### config.mk
export PLATFORM = sky130hd
export DESIGN_NAME = array_list_engine_core_flat
export DESIGN_NICKNAME = d
export VERILOG_FILES = /design/src/hdl/alc_pkg.sv /design/src/hdl/alc_if.sv /design/src/hdl/array_list_engine_core.sv /design/src/hdl/alc_cell.sv /design/src/hdl/alc_res_queue.sv /design/src/flat_wrapper.sv
export VERILOG_INCLUDE_DIRS = /design/src /design/src/hdl
export SDC_FILE = /design/constraint.sdc
export NUM_CORES = 1
export LEC_CHECK = 0
export BUFFER_PORTS_ARGS = -buffer_cell sky130_fd_sc_hd__buf_2
export CORE_AREA = 2 2 228 230
export DETAILED_ROUTE_END_ITERATION = 12
export DIE_AREA = 0 0 230 232
export HOLD_SLACK_MARGIN = 0.12
export PLACE_DENSITY = 0.8
export SKIP_LAST_GASP = 1
export SYNTH_ARGS = -nofsm -noshare
export SYNTH_HDL_FRONTEND = slang
export SYNTH_HIERARCHICAL = 1
export SYNTH_SLANG_ARGS = --single-unit
### constraint.sdc
create_clock -name clk_i -period 5.36 [get_ports clk_i]
set_input_delay 1.072 -clock clk_i [delete_from_list [all_inputs] [get_ports clk_i]]
set_output_delay 1.072 -clock clk_i [all_outputs]
set_load 0.01 [all_outputs]
### src/hdl/array_list_engine_core_defines.svh
// Assertion macros shared by the array list engine RTL.
`ifndef ARRAY_LIST_ENGINE_CORE_DEFINES_SVH
`define ARRAY_LIST_ENGINE_CORE_DEFINES_SVH

// Check that cons holds in the same cycle as ante.
`define ALC_ASSERT_IMPLY(label, ante, cons) \
  label: assert property (@(posedge clk_i) disable iff (!rst_ni) (ante) |-> (cons)) \
    else $error("alc: same-cycle check failed");

// Check that cons holds in the cycle after ante.
`define ALC_ASSERT_NEXT(label, ante, cons) \
  label: assert property (@(posedge clk_i) disable iff (!rst_ni) (ante) |=> (cons)) \
    else $error("alc: next-cycle check failed");

`endif

### src/hdl/alc_pkg.sv
// Package with types and constants of the array list engine.
`timescale 1ns / 1ps

package alc_pkg;

  localparam int DATA_W    = 32;
  localparam int CMD_W     = 2;
  localparam int INDEX_W   = 4;
  localparam int POS_W     = 4;
  localparam int COUNT_W   = 5;
  localparam int DEPTH_DEF = 16;

  typedef enum logic [CMD_W-1:0] {
    CMD_APPEND = 2'd0,
    CMD_REMOVE = 2'd1,
    CMD_SEARCH = 2'd2,
    CMD_UPDATE = 2'd3
  } alc_cmd_e;

  typedef enum logic {
    ST_IDLE = 1'b0,
    ST_SCAN = 1'b1
  } alc_state_e;

  // Search probe handed from cell to cell.
  typedef struct packed {
    logic             vld;
    logic             found;
    logic [POS_W-1:0] pos;
  } alc_probe_t;

  typedef struct packed {
    logic               success;
    logic [POS_W-1:0]   position;
    logic [COUNT_W-1:0] count;
  } alc_res_t;

endpackage

### src/hdl/alc_if.sv
// Handshake interfaces for the command and result channels.
`timescale 1ns / 1ps

interface alc_cmd_if;
  logic                                valid;
  logic                                ready;
  logic [alc_pkg::CMD_W-1:0]           command;
  logic signed [alc_pkg::DATA_W-1:0]   value;
  logic [alc_pkg::INDEX_W-1:0]         index;

  modport source (output valid, output command, output value, output index, input ready);
  modport sink   (input valid, input command, input value, input index, output ready);
endinterface

interface alc_res_if;
  logic                          valid;
  logic                          ready;
  logic                          success;
  logic [alc_pkg::POS_W-1:0]     position;
  logic [alc_pkg::COUNT_W-1:0]   count;

  modport source (output valid, output success, output position, output count, input ready);
  modport sink   (input valid, input success, input position, input count, output ready);
endinterface

### src/hdl/array_list_engine_core.sv
// Top level of the array list engine: controller, cell chain and result queue.
//
//   channel | dir | payload                          | handshake
//   cmd_i   | in  | command[1:0] value[31:0] index[3:0] | valid/ready
//   res_o   | out | success position[3:0] count[4:0]    | valid/ready
//
// Append, remove and update finish in the accept cycle; the result word is
// registered into the result queue at that edge and shows on res_o behind any earlier result.
// Search sends a probe down the chain of DEPTH cells, one cell per cycle, and
// its result is queued when the probe leaves the last cell; no command is
// taken meanwhile. Reset empties the list, drops any probe and the queue.
// A two-word result queue lets a new command in while a result waits; ready
// drops only while the queue is full or a search runs.
`timescale 1ns / 1ps

`include "array_list_engine_core_defines.svh"

module array_list_engine_core #(
  parameter int DEPTH = alc_pkg::DEPTH_DEF
) (
  input  logic          clk_i,
  input  logic          rst_ni,
  alc_cmd_if.sink       cmd_i,
  alc_res_if.source     res_o
);
  import alc_pkg::*;

  // Fill count needs to hold DEPTH itself; addresses compare at a common width.
  localparam int CW = $clog2(DEPTH + 1);
  localparam int AW = (CW > INDEX_W) ? CW : INDEX_W;

  alc_state_e state_d, state_q;
  logic [CW-1:0] cnt_d, cnt_q;
  logic signed [DATA_W-1:0] key_q;
  logic probe_start;
  alc_probe_t probe_q;

  alc_probe_t link [DEPTH+1];
  logic [DEPTH:0] probe_vld;

  logic cmd_acc;
  alc_cmd_e cmd;
  logic [AW-1:0] idx_ext, cnt_ext, wr_addr;
  logic wr_go;

  logic push;
  alc_res_t push_res, head;
  logic head_vld, q_full;

  // Accept only between searches and while the queue has a free slot.
  assign cmd_i.ready = (state_q == ST_IDLE) && !q_full;
  assign cmd_acc     = cmd_i.valid && cmd_i.ready;
  assign cmd         = alc_cmd_e'(cmd_i.command);
  assign idx_ext     = AW'(cmd_i.index);
  assign cnt_ext     = AW'(cnt_q);

  always_comb begin
    state_d           = state_q;
    cnt_d             = cnt_q;
    wr_go             = 1'b0;
    wr_addr           = cnt_ext;
    probe_start       = 1'b0;
    push              = 1'b0;
    push_res.success  = 1'b0;
    push_res.position = '0;
    unique case (state_q)
      ST_IDLE: begin
        if (cmd_acc) begin
          unique case (cmd)
            CMD_APPEND: begin
              push = 1'b1;
              if (cnt_q < CW'(DEPTH)) begin
                wr_go            = 1'b1;
                wr_addr          = cnt_ext;
                cnt_d            = cnt_q + CW'(1);
                push_res.success = 1'b1;
              end
            end
            CMD_REMOVE: begin
              push = 1'b1;
              if (cnt_q != '0) begin
                cnt_d            = cnt_q - CW'(1);
                push_res.success = 1'b1;
              end
            end
            CMD_SEARCH: begin
              probe_start = 1'b1;
              state_d     = ST_SCAN;
            end
            CMD_UPDATE: begin
              push = 1'b1;
              // Only a live entry may be overwritten.
              if (idx_ext < cnt_ext) begin
                wr_go            = 1'b1;
                wr_addr          = idx_ext;
                push_res.success = 1'b1;
              end
            end
            default: begin
              push = 1'b0;
            end
          endcase
        end
      end
      ST_SCAN: begin
        // Probe leaving the last cell carries the lowest matching position.
        if (link[DEPTH].vld) begin
          push              = 1'b1;
          push_res.success  = link[DEPTH].found;
          push_res.position = link[DEPTH].found ? link[DEPTH].pos : '0;
          state_d           = ST_IDLE;
        end
      end
      default: begin
        state_d = ST_IDLE;
      end
    endcase
    push_res.count = COUNT_W'(cnt_d);
  end

  always_ff @(posedge clk_i or negedge rst_ni) begin
    if (!rst_ni) begin
      state_q <= ST_IDLE;
      cnt_q   <= '0;
      probe_q <= '0;
    end else begin
      state_q     <= state_d;
      cnt_q       <= cnt_d;
      probe_q.vld <= probe_start;
      probe_q.found <= 1'b0;
      probe_q.pos   <= '0;
    end
  end

  // Hold the search key for the whole pass.
  always_ff @(posedge clk_i) begin
    if (probe_start) begin
      key_q <= cmd_i.value;
    end
  end

  assign link[0]      = probe_q;
  assign probe_vld[0] = probe_q.vld;

  for (genvar i = 0; i < DEPTH; i++) begin : g_cell
    alc_cell #(
      .IDX (i),
      .AW  (AW)
    ) u_cell (
      .clk_i     (clk_i),
      .rst_ni    (rst_ni),
      .wr_en_i   (wr_go),
      .wr_addr_i (wr_addr),
      .wr_data_i (cmd_i.value),
      .key_i     (key_q),
      .cnt_i     (cnt_ext),
      .probe_i   (link[i]),
      .probe_o   (link[i+1])
    );
    assign probe_vld[i+1] = link[i+1].vld;
  end

  alc_res_queue u_res_queue (
    .clk_i       (clk_i),
    .rst_ni      (rst_ni),
    .push_i      (push),
    .push_data_i (push_res),
    .pop_ready_i (res_o.ready),
    .head_vld_o  (head_vld),
    .head_o      (head),
    .full_o      (q_full)
  );

  assign res_o.valid    = head_vld;
  assign res_o.success  = head.success;
  assign res_o.position = head.position;
  assign res_o.count    = head.count;

  // At most one probe travels the chain at any time.
  `ALC_ASSERT_IMPLY(a_one_probe, 1'b1, $onehot0(probe_vld))
  // A probe leaving the last cell is seen only while a search runs.
  `ALC_ASSERT_IMPLY(a_probe_in_scan, link[DEPTH].vld, state_q == ST_SCAN)
  // The list does not change size during a search.
  `ALC_ASSERT_NEXT(a_cnt_stable_scan, state_q == ST_SCAN, cnt_q == $past(cnt_q))
  // The fill count never passes the capacity.
  `ALC_ASSERT_IMPLY(a_cnt_bound, 1'b1, cnt_q <= CW'(DEPTH))

endmodule

### src/hdl/alc_cell.sv
// One list cell: holds an entry and checks the passing search probe.
`timescale 1ns / 1ps

module alc_cell #(
  parameter int IDX = 0,
  parameter int AW  = 4
) (
  input  logic                              clk_i,
  input  logic                              rst_ni,
  input  logic                              wr_en_i,
  input  logic [AW-1:0]                     wr_addr_i,
  input  logic signed [alc_pkg::DATA_W-1:0] wr_data_i,
  input  logic signed [alc_pkg::DATA_W-1:0] key_i,
  input  logic [AW-1:0]                     cnt_i,
  input  alc_pkg::alc_probe_t               probe_i,
  output alc_pkg::alc_probe_t               probe_o
);
  import alc_pkg::*;

  localparam logic [AW-1:0]    MY_ADDR = AW'(IDX);
  localparam logic [POS_W-1:0] MY_POS  = POS_W'(IDX);

  logic signed [DATA_W-1:0] entry_q;
  alc_probe_t               probe_d, probe_q;
  logic                     hit;

  always_ff @(posedge clk_i) begin
    if (wr_en_i && (wr_addr_i == MY_ADDR)) begin
      entry_q <= wr_data_i;
    end
  end

  // First live entry equal to the key claims the probe.
  assign hit = probe_i.vld && !probe_i.found && (MY_ADDR < cnt_i) && (entry_q == key_i);

  always_comb begin
    probe_d       = probe_i;
    probe_d.found = probe_i.found | hit;
    if (hit) begin
      probe_d.pos = MY_POS;
    end
  end

  always_ff @(posedge clk_i or negedge rst_ni) begin
    if (!rst_ni) begin
      probe_q <= '0;
    end else begin
      probe_q <= probe_d;
    end
  end

  assign probe_o = probe_q;

endmodule

### src/hdl/alc_res_queue.sv
// Two-entry result queue between the engine and the result channel.
`timescale 1ns / 1ps

module alc_res_queue (
  input  logic              clk_i,
  input  logic              rst_ni,
  input  logic              push_i,
  input  alc_pkg::alc_res_t push_data_i,
  input  logic              pop_ready_i,
  output logic              head_vld_o,
  output alc_pkg::alc_res_t head_o,
  output logic              full_o
);
  import alc_pkg::*;

  alc_res_t s0_d, s0_q, s1_d, s1_q;
  logic     v0_d, v0_q, v1_d, v1_q;
  logic     pop;

  assign pop = v0_q && pop_ready_i;

  always_comb begin
    s0_d = s0_q;
    s1_d = s1_q;
    v0_d = v0_q;
    v1_d = v1_q;
    if (pop) begin
      s0_d = s1_q;
      v0_d = v1_q;
      v1_d = 1'b0;
    end
    if (push_i) begin
      if (!v0_d) begin
        s0_d = push_data_i;
        v0_d = 1'b1;
      end else begin
        s1_d = push_data_i;
        v1_d = 1'b1;
      end
    end
  end

  always_ff @(posedge clk_i or negedge rst_ni) begin
    if (!rst_ni) begin
      v0_q <= 1'b0;
      v1_q <= 1'b0;
    end else begin
      v0_q <= v0_d;
      v1_q <= v1_d;
    end
  end

  always_ff @(posedge clk_i) begin
    s0_q <= s0_d;
    s1_q <= s1_d;
  end

  assign head_vld_o = v0_q;
  assign head_o     = s0_q;
  assign full_o     = v1_q;

endmodule
### src/flat_wrapper.sv
// flat-port wrapper written by rule: the top's interface ports become plain ports
module array_list_engine_core_flat import alc_pkg::*;
#(
  parameter int DEPTH = alc_pkg::DEPTH_DEF
)
  (clk_i, rst_ni, cmd_i_valid, cmd_i_command, cmd_i_value, cmd_i_index, cmd_i_ready, res_o_valid, res_o_success, res_o_position, res_o_count, res_o_ready);
  alc_cmd_if cmd_i_i ();
  alc_res_if res_o_i ();
  input  logic clk_i;
  input  logic rst_ni;
  input wire logic [$bits(cmd_i_i.valid)-1:0] cmd_i_valid;
  input wire logic [$bits(cmd_i_i.command)-1:0] cmd_i_command;
  input wire logic [$bits(cmd_i_i.value)-1:0] cmd_i_value;
  input wire logic [$bits(cmd_i_i.index)-1:0] cmd_i_index;
  output wire logic [$bits(cmd_i_i.ready)-1:0] cmd_i_ready;
  output wire logic [$bits(res_o_i.valid)-1:0] res_o_valid;
  output wire logic [$bits(res_o_i.success)-1:0] res_o_success;
  output wire logic [$bits(res_o_i.position)-1:0] res_o_position;
  output wire logic [$bits(res_o_i.count)-1:0] res_o_count;
  input wire logic [$bits(res_o_i.ready)-1:0] res_o_ready;
  assign cmd_i_i.valid = cmd_i_valid;
  assign cmd_i_i.command = cmd_i_command;
  assign cmd_i_i.value = cmd_i_value;
  assign cmd_i_i.index = cmd_i_index;
  assign cmd_i_ready = cmd_i_i.ready;
  assign res_o_valid = res_o_i.valid;
  assign res_o_success = res_o_i.success;
  assign res_o_position = res_o_i.position;
  assign res_o_count = res_o_i.count;
  assign res_o_i.ready = res_o_ready;
  array_list_engine_core #(.DEPTH(DEPTH)) u_core (.clk_i(clk_i), .rst_ni(rst_ni), .cmd_i(cmd_i_i), .res_o(res_o_i));
endmodule
Word level (Yosys, flattened, before mapping)

Cells that the tools add are included.

Add/sub/neg operators: 2
Order comparisons: 18
Equality and inequality tests: 34
Mux-type cells: 53
Bitwise gates (word level): 16
Reductions and logical operators: 87

Operators with widths:

| cell                  | number |
|---|---|
| $eq A32 B32 Y1        | 16 |
| $logic_and A1 B1 Y1   | 66 |
| $mux W4               | 16 |
| $mux W5               | 9 |
| $eq A5 B4 Y1 const B  | 8 |
| $lt A4 B5 Y1 const A  | 8 |
| $mux W10              | 3 |
| $eq A5 B3 Y1 const B  | 4 |
| $lt A3 B5 Y1 const A  | 4 |
| $mux W1               | 19 |
| $logic_not A1 Y1      | 16 |
| $or A1 B1 Y1          | 15 |
| $eq A5 B2 Y1 const B  | 2 |
| $lt A1 B5 Y1 const A  | 2 |
| $lt A2 B5 Y1 const A  | 2 |
| $pmux W5 S2           | 1 |
| $pmux W1 S2           | 4 |
| $add A5 B1 Y5 const B | 1 |
| $eq A5 B1 Y1 const B  | 1 |
| $logic_not A5 Y1      | 1 |
| $lt A4 B5 Y1          | 1 |
| $lt A5 B5 Y1 const B  | 1 |
| $reduce_bool A5 Y1    | 1 |
| $sub A5 B1 Y5 const B | 1 |
| other kinds (7)       | 8 |

Bits in registers: 665
Input port bits: 42
Output and inout bits: 12

Depth between registers and ports, before layout

Gate-level depths: netlist of the first run.

Depth in word-level cells: 7
Gate-level depth with buffers: 8
Mapped depth without buffers: 8

Cells and area by module

Netlist of the first run, hierarchy kept.

By module, submodules not included:

| module                               | times used | cells each | area an instance (um^2) |
|---|---|---|---|
| array_list_engine_core               | 1          | 119        | 1751.7 |
| alc_cell at u_core.g_cell[5].u_cell  | 1          | 92         | 1587.8 |
| alc_cell at u_core.g_cell[1].u_cell  | 1          | 92         | 1579.0 |
| alc_cell at u_core.g_cell[12].u_cell | 1          | 93         | 1575.3 |
| alc_cell at u_core.g_cell[14].u_cell | 1          | 94         | 1572.8 |
| alc_cell at u_core.g_cell[9].u_cell  | 1          | 93         | 1569.0 |
| alc_cell at u_core.g_cell[10].u_cell | 1          | 93         | 1565.3 |
| alc_cell at u_core.g_cell[4].u_cell  | 1          | 96         | 1564.0 |
| alc_cell at u_core.g_cell[6].u_cell  | 1          | 93         | 1560.2 |
| alc_cell at u_core.g_cell[3].u_cell  | 1          | 92         | 1556.5 |
| alc_cell at u_core.g_cell[0].u_cell  | 1          | 95         | 1554.0 |
| alc_cell at u_core.g_cell[2].u_cell  | 1          | 93         | 1552.7 |
| alc_cell at u_core.g_cell[8].u_cell  | 1          | 93         | 1549.0 |
| alc_cell at u_core.g_cell[13].u_cell | 1          | 94         | 1540.2 |
| 4 more rows                          | --         | --         | -- |

Worst setup path before layout of the first run

No wires, ideal clock.

Path type: in2reg
Start point: input port cmd_i_index[3]
End point: register u_core.g_cell[2].u_cell.entry_q[0], enable pin
Setup time: 468 ps
Data arrival time: 5410 ps
Data required time: 4892 ps
Setup slack: -518 ps
Stages on the path: 6
Path buffers: 0
Cell sequence: ha_1 > a21oi_1 > o221ai_1 > a211oi_1 > or4b_1 > nor3b_1

Elaborated cells between the ends (all ways): 11

RTL lines:

| what                   | line                         | source |
|---|---|---|
| start, declared        | flat_wrapper.sv:14           | `input wire logic [$bits(cmd_i_i.index)-1:0] cmd_i_index;` |
| $lt A4 B5 Y1           | array_list_engine_core.sv:93 | `if (idx_ext < cnt_ext) begin` |
| $mux W1                | array_list_engine_core.sv:93 |  |
| $pmux W1 S2            | array_list_engine_core.sv:69 | `unique case (cmd)` |
| $mux W1                | array_list_engine_core.sv:68 | `if (cmd_acc) begin` |
| $mux W1                | array_list_engine_core.sv:66 | `unique case (state_q)` |
| named net u_core.wr_go | array_list_engine_core.sv:44 | `logic wr_go;` |
| $logic_and A1 B1 Y1    | alc_cell.sv:28               | `if (wr_en_i && (wr_addr_i == MY_ADDR)) begin` |
| end signal, assigned   | alc_cell.sv:29               | `entry_q <= wr_data_i;` |
| end, declared          | alc_cell.sv:23               | `logic signed [DATA_W-1:0] entry_q;` |

The timed path passes the listed nets, and every way through them passes these cells.
A chain may end at the register's enable or synchronous reset.

Final worst setup path of the first run

Start point: register u_core.cnt_q[3], in the netlist u_core/cnt_ext[3]
End point: register u_core.g_cell[0].u_cell.entry_q[31], enable pin

Elaborated cells between the ends (all ways): 13

RTL lines:

| what                                         | line                                                       | source |
|---|---|---|
| start, declared                              | array_list_engine_core.sv:33                               | `logic [CW-1:0] cnt_d, cnt_q;` |
| start signal, assigned                       | array_list_engine_core.sv:128                              | `cnt_q <= cnt_d;` |
| $lt A4 B5 Y1 or $lt A5 B5 Y1 (tied branches) | array_list_engine_core.sv:93, array_list_engine_core.sv:72 |  |
| $mux W1 (on tied branches)                   | array_list_engine_core.sv:93, array_list_engine_core.sv:72 |  |
| $pmux W1 S2 *                                | array_list_engine_core.sv:69                               |  |
| $mux W1 *                                    | array_list_engine_core.sv:68                               |  |
| $mux W1 *                                    | array_list_engine_core.sv:66                               |  |
| named net u_core.wr_go                       | array_list_engine_core.sv:44                               |  |
| $logic_and A1 B1 Y1 *                        | alc_cell.sv:28                                             |  |
| end signal, assigned                         | alc_cell.sv:29                                             |  |
| end, declared                                | alc_cell.sv:23                                             |  |

The timed path passes the listed nets; every way through them passes the cells marked *.

==> reports/metrics.yaml, run 1 <==
status: "finished, final reports clean"
cts.repair.resized: 0
ys_seq_area_frac: 0.705
wl_per_cell_um: 31.4
vias_per_cell: 6.33
fmax_mhz: 258
grt_pass1_vias: 16100
grt_max_degree: 66
maxCapViolations: 0
pre_cts_slack_ns: 1.32
synth_cell_type_count: 75
cts_hold_buffers: 0
min_period_ns: 3.88
postSynthAreaPerCell_um2: 16.6
drv_slew: 0
hold_violations: 0
worst_pin_slew_ns: 1.18
final-instance-count-excl-fill: 2574
ios: 54
layout_commonest_cell: "edfxtp_1"
drt-total-wl_um: 80700
worstPathCellList: "inv_1 -> ha_1 -> a21oi_1 -> o221ai_1 -> a211oi_1 -> buf_4 -> or4b_2 -> nor3_2 -> buf_4"
drt-pass1-iter-count: 6
p_total_w: 0.0120
port_buffers: 53
cts_sinks: 669
core_area_um2: 50900
drive_gt1_frac: 0.152
layout_common_cells: "554 x edfxtp_1, 373 x xor2_1, 136 x xnor2_1"
path_buf_inv: 3
hp-class: "flop to flop"
synth-edff-count: 554
ys_warn_count: 6
drt_iter0_markers: 2464
crit_top_cell: "buf_4"
cp.arrival_ns: 4.12
place.gp.congestion: 0.846
power-per-cell-area_nw_per_um2: 382
path_max_fanout: 32
die_w_um: 230
via_count: 16300
syn-cell-area_um2: 27600
postCtsSetupBuffers: 0
p_leak_nw: 11.0
worstSetupPathType: "flop to flop"
rsz0062_at_grt: "false"
start_util: 0.542
syn_to_final_growth_pct: 13.8
dieArea_um2: 53400
ys_ff_latch: 669
slew_headroom: 0.213
period_share: 0.723
drc_errors: 0
cts_tree: "yes"
fin_skew_ns: 0.0245
grt-ovfl-total: 0
layout.nets: 1893
dieHeight_um: 232
path_delay_family: "buffers and inverters"
grt_antenna_before_repair: 2
cpMaxStageDelayCell: "dfrtp_1"
endpoint_kind: "flop"
cts_inserted_buffers: 66
ant_nets: 0
clk_latency_ns: 0.60
finalSetupViolations: 0
syn_inst: 1666
synthArstFlopShare: 0.157
cpPeakStageDelay_ns: 0.79
hpwl_um: 45100
critPathLaunchType: "flop"
clk_pin_slew_ns: 0.07
clockBufferDepth: 3
h-tree-depth: 3
clock_tree.root_cell: "clkbuf_16"
setup_tns_ns: 0
grt_use_total: 0.306
fin_hold_ws_ns: 0.370
worstPathRequired_ns: 5.61
dp.cells: 2453
grt_pass1_wl_um: 113000
ys.flop_type: "edfxtp_1"
finalWorstSetupSlack_ns: 1.48
rows: 83
ir_worst_vdd_uv: 220
[state kept, by name, indices dropped and copies added (netlist names)]
name / count
u_core/g_cell.u_cell/entry_q: 512
u_core/g_cell.u_cell/probe_o: 96
u_core/key_q: 32
u_core/u_res_queue/head_o: 10
u_core/u_res_queue/s1_q: 10
u_core/cnt_ext: 5
u_core/link: 1
u_core/state_q: 1
u_core/u_res_queue/full_o: 1
u_core/u_res_queue/head_vld_o: 1
[per-stage QoR]
stage           util  area [µm²]
6_report       0.617       31400
5_1_grt        0.617       31400
4_1_cts        0.617       31400
3_5_place_dp   0.574       29200
3_3_place_gp   0.574       29200
2_1_floorplan      -       27600
[Yosys cell counts, types with 9 or more instances]
cell	number	area share
edfxtp_1	554	0.60
xor2_1	373	0.12
xnor2_1	136	0.043
dfrtp_1	105	0.095
nor4_1	76	0.017
nand4_1	47	0.011
inv_1	41	0.0056
a31o_1	23	0.0073
mux2_4	23	0.013
o31a_1	21	0.0067
nor3_1	17	0.0031
o31ai_1	17	0.0046
nand3_1	15	0.0027
nor4_2	13	0.0059
a31oi_1	12	0.0027
and3_1	12	0.0027
nor2_1	12	0.0016
nor3b_1	11	0.0030
and4_1	10	0.0032
dfxtp_1	10	0.0073
ha_1	10	0.0045
a21oi_1	9	0.0016
[routing by layer]
layer  vias to the layer above  track usage  share of wire
met3                       303       0.0663           0.13
li1                       6649            -              -
met2                      1244        0.478           0.46
met1                      8095        0.399           0.35
met4                         2        0.177          0.064
met5                         -            0        0.00015
[where the power goes]
group | total (W) | internal, W | switching (W) | leakage (nW)
logic | 0.00129 | 0.000451 | 0.000843 | 3.56
registers | 0.00598 | 0.00579 | 0.000189 | 6.34
clock network | 0.00474 | 0.00281 | 0.00193 | 1.08
total | 0.0120 | 0.00906 | 0.00296 | 11.0
[cell families (layout without fill, tap and decap cells)]
family | after synthesis | count (layout) | share of synthesized area
AOI/OAI and AO/OA | 130 | 130 | 0.0380
buffers and inverters | 44 | 265 | 0.00653
and+or+nand+nor | 279 | 279 | 0.0712
xor gates and xnor gates | 509 | 509 | 0.162
muxes | 24 | 24 | 0.0129
DFF | 669 | 669 | 0.705
other | 1 | 8 | 0.000136
adders and majority gates | 10 | 10 | 0.00453
[layout make-up]
cell class                      count  area (µm²)
Fill cell                        3544       19500
Sequential cell                   669       19500
Multi-Input combinational cell    958        8060
Clock buffer                       93        1900
Tap cell                          680         851
Timing Repair Buffer              105         658
Clock inverter                     26         320
Inverter                           41         154
Antenna cell                        2        5.00
[worst paths after layout]
check / from / endpoint / slack [ns] / cells past startpoint
min in group asynchronous: rst_ni / u_core/g_cell[6].u_cell/probe_o[1]$_DFF_PN0_ / 0.61 / 1
setup / recovery: u_core/cnt_ext[3]$_DFF_PN0_ / u_core/g_cell[0].u_cell/entry_q[31]$_DFFE_PP_ / 1.48 / 9
setup reg to reg: u_core/cnt_ext[3]$_DFF_PN0_ / u_core/g_cell[0].u_cell/entry_q[31]$_DFFE_PP_ / 1.48 / 9
max in group asynchronous: rst_ni / u_core/g_cell[9].u_cell/probe_o[1]$_DFF_PN0_ / 3.65 / 2
hold / removal: u_core/g_cell[11].u_cell/probe_o[5]$_DFF_PN0_ / u_core/g_cell[12].u_cell/probe_o[5]$_DFF_PN0_ / 0.37 / 0
hold reg to reg: u_core/g_cell[11].u_cell/probe_o[5]$_DFF_PN0_ / u_core/g_cell[12].u_cell/probe_o[5]$_DFF_PN0_ / 0.37 / 0
Power figures use the tool's default switching activity.
==> run 2, diff against run 1 <==
==> constraint.sdc (replaced) <==
create_clock -name clk_i -period 3.3 [get_ports clk_i]
set_input_delay 0.66 -clock clk_i [delete_from_list [all_inputs] [get_ports clk_i]]
set_output_delay 0.66 -clock clk_i [all_outputs]
set_load 0.01 [all_outputs]
==> reports/metrics.yaml, run 2 (same netlist as run 1, synthesis figures left out) <==
fin_hold_ws_ns: 0.386  # +0.0167 ns
rsz0062_at_grt: "false"
fin_skew_ns: 0.0283  # +0.00381 ns
drc_errors: 0  # unchanged
worst_pin_slew_ns: 1.33  # +0.155 ns
drive_gt1_frac: 0.171  # +0.0195
drt_iter0_markers: 2234  # -9.3%
ios: 54  # unchanged
clockBufferDepth: 3  # unchanged
top_register: "u_core/g_cell.u_cell/entry_q"
drt-pass1-iter-count: 5  # -1
vias_per_cell: 6.40  # +1.2%
critPathLaunchType: "flop"
endpoint_kind: "flop"
ir_worst_vdd_uv: 462  # +110%
fmax_mhz: 328  # +27%
core_area_um2: 50900  # unchanged
finalSetupViolations: 0  # unchanged
dieArea_um2: 53400  # unchanged
start_util: 0.542  # unchanged
p_leak_nw: 11.2  # +1.9%
rows: 83  # unchanged
hold_violations: 0  # unchanged
cts_tree: "yes"
hpwl_um: 48000  # +6.3%
clock_tree.root_cell: "clkbuf_16"
place.gp.congestion: 0.900  # +6.3%
layout_commonest_cell: "edfxtp_1"
status: "finished, final reports clean"
postCtsSetupBuffers: 0  # unchanged
grt_use_total: 0.311  # +0.00478
grt_pass1_vias: 16400  # +1.4%
syn_to_final_growth_pct: 15.6
cts_sinks: 669  # unchanged
finalWorstSetupSlack_ns: 0.252  # -1.23 ns
grt-ovfl-total: 0  # unchanged
port_buffers: 53  # unchanged
period_share: 0.924  # +0.200
grt_max_degree: 65  # -1.5%
cts.repair.resized: 0  # unchanged
drt-total-wl_um: 82500  # +2.1%
wl_per_cell_um: 31.6  # +0.73%
cts_inserted_buffers: 61  # -7.6%
hp-class: "flop to flop"
drv_slew: 0  # unchanged
die_w_um: 230  # unchanged
layout_common_cells: "554 x edfxtp_1, 373 x xor2_1, 136 x xnor2_1"
worstSetupPathType: "flop to flop"
largest_register_ffs: 512  # unchanged
via_count: 16700  # +2.6%
clk_latency_ns: 0.64  # +0.04 ns
pre_cts_slack_ns: -0.0308  # -1.35 ns
dieHeight_um: 232  # unchanged
path_max_fanout: 13  # -59%
grt_antenna_before_repair: 7  # +5
power-per-cell-area_nw_per_um2: 602  # +57%
maxCapViolations: 0  # unchanged
clk_pin_slew_ns: 0.07  # about the same
setup_tns_ns: 0  # unchanged
ant_nets: 0  # unchanged
grt_pass1_wl_um: 116000  # +2.0%
h-tree-depth: 2  # -1
layout.nets: 1928  # +1.8%
slew_headroom: 0.0886  # -0.125
min_period_ns: 3.05  # -0.829 ns
cts_hold_buffers: 1  # +1
cp.arrival_ns: 3.38  # -0.74 ns
worstPathRequired_ns: 3.63  # -1.98 ns
==> run 2: path summary, 6_finish.rpt <==
check / from / to / slack [ns] / depth (start not counted)
setup / recovery: u_core/cnt_ext[3]$_DFF_PN0_ / u_core/g_cell[10].u_cell/entry_q[10]$_DFFE_PP_ / 0.25 / 9
hold / removal: u_core/g_cell[12].u_cell/probe_o[5]$_DFF_PN0_ / u_core/g_cell[13].u_cell/probe_o[5]$_DFF_PN0_ / 0.39 / 0
setup reg to reg: u_core/cnt_ext[3]$_DFF_PN0_ / u_core/g_cell[10].u_cell/entry_q[10]$_DFFE_PP_ / 0.25 / 9
hold reg to reg: u_core/g_cell[12].u_cell/probe_o[5]$_DFF_PN0_ / u_core/g_cell[13].u_cell/probe_o[5]$_DFF_PN0_ / 0.39 / 0
max in group asynchronous: rst_ni / u_core/g_cell[14].u_cell/probe_o[0]$_DFF_PN0_ / 1.94 / 3
min in group asynchronous: rst_ni / u_core/g_cell[4].u_cell/probe_o[2]$_DFF_PN0_ / 0.59 / 2
==> run 2: worst max-delay path, stage by stage, from the launching register on <==
cell       delay, ns
dfrtp_2         0.40
inv_1           0.12
ha_4            0.22
a21oi_2         0.18
o211a_1         0.21
o21ai_4         0.08
mux2_4          0.37
nand4bb_1       0.25
nor3b_4         0.65
buf_4           0.27
==> run 2: cell type report <==
cell class | instances | area (µm²)
fill | 3464 | 19000
clock inverter | 36 | 377
timing repair buffer | 145 | 1200
inverter | 41 | 154
multi-input combinational | 958 | 8190
antenna | 2 | 5.00
tap | 680 | 851
sequential | 669 | 19500
clock buffer | 79 | 1680
==> run 2: per-layer routing <==
layer	vias up	routed length, µm	global-route usage
met1	8430	28800	0.409
met5	-	14	0
met2	1265	38600	0.496
met4	2	4650	0.160
met3	294	10400	0.0599
li1	6723	-	-
==> run 2: metrics by stage <==
stage	total power (W)	utilization	cell area [µm²]	instances
after floorplan	0.0110	-	27800	1671
after global routing	0.0196	0.627	31900	2609
after detailed placement	0.0121	0.587	29900	2492
after CTS	0.0192	0.627	31900	2608
final	0.0192	0.627	31900	2610
after global placement	0.0120	0.587	29900	2492
==> run 2: power breakdown <==
part,switching (W),leakage [nW],total (W),internal [W]
Clock,0.00313,0.996,0.00726,0.00413
Combinational,0.00151,3.86,0.00237,0.000853
Sequential,0.000191,6.33,0.00960,0.00941
Total,0.00483,11.2,0.0192,0.0144
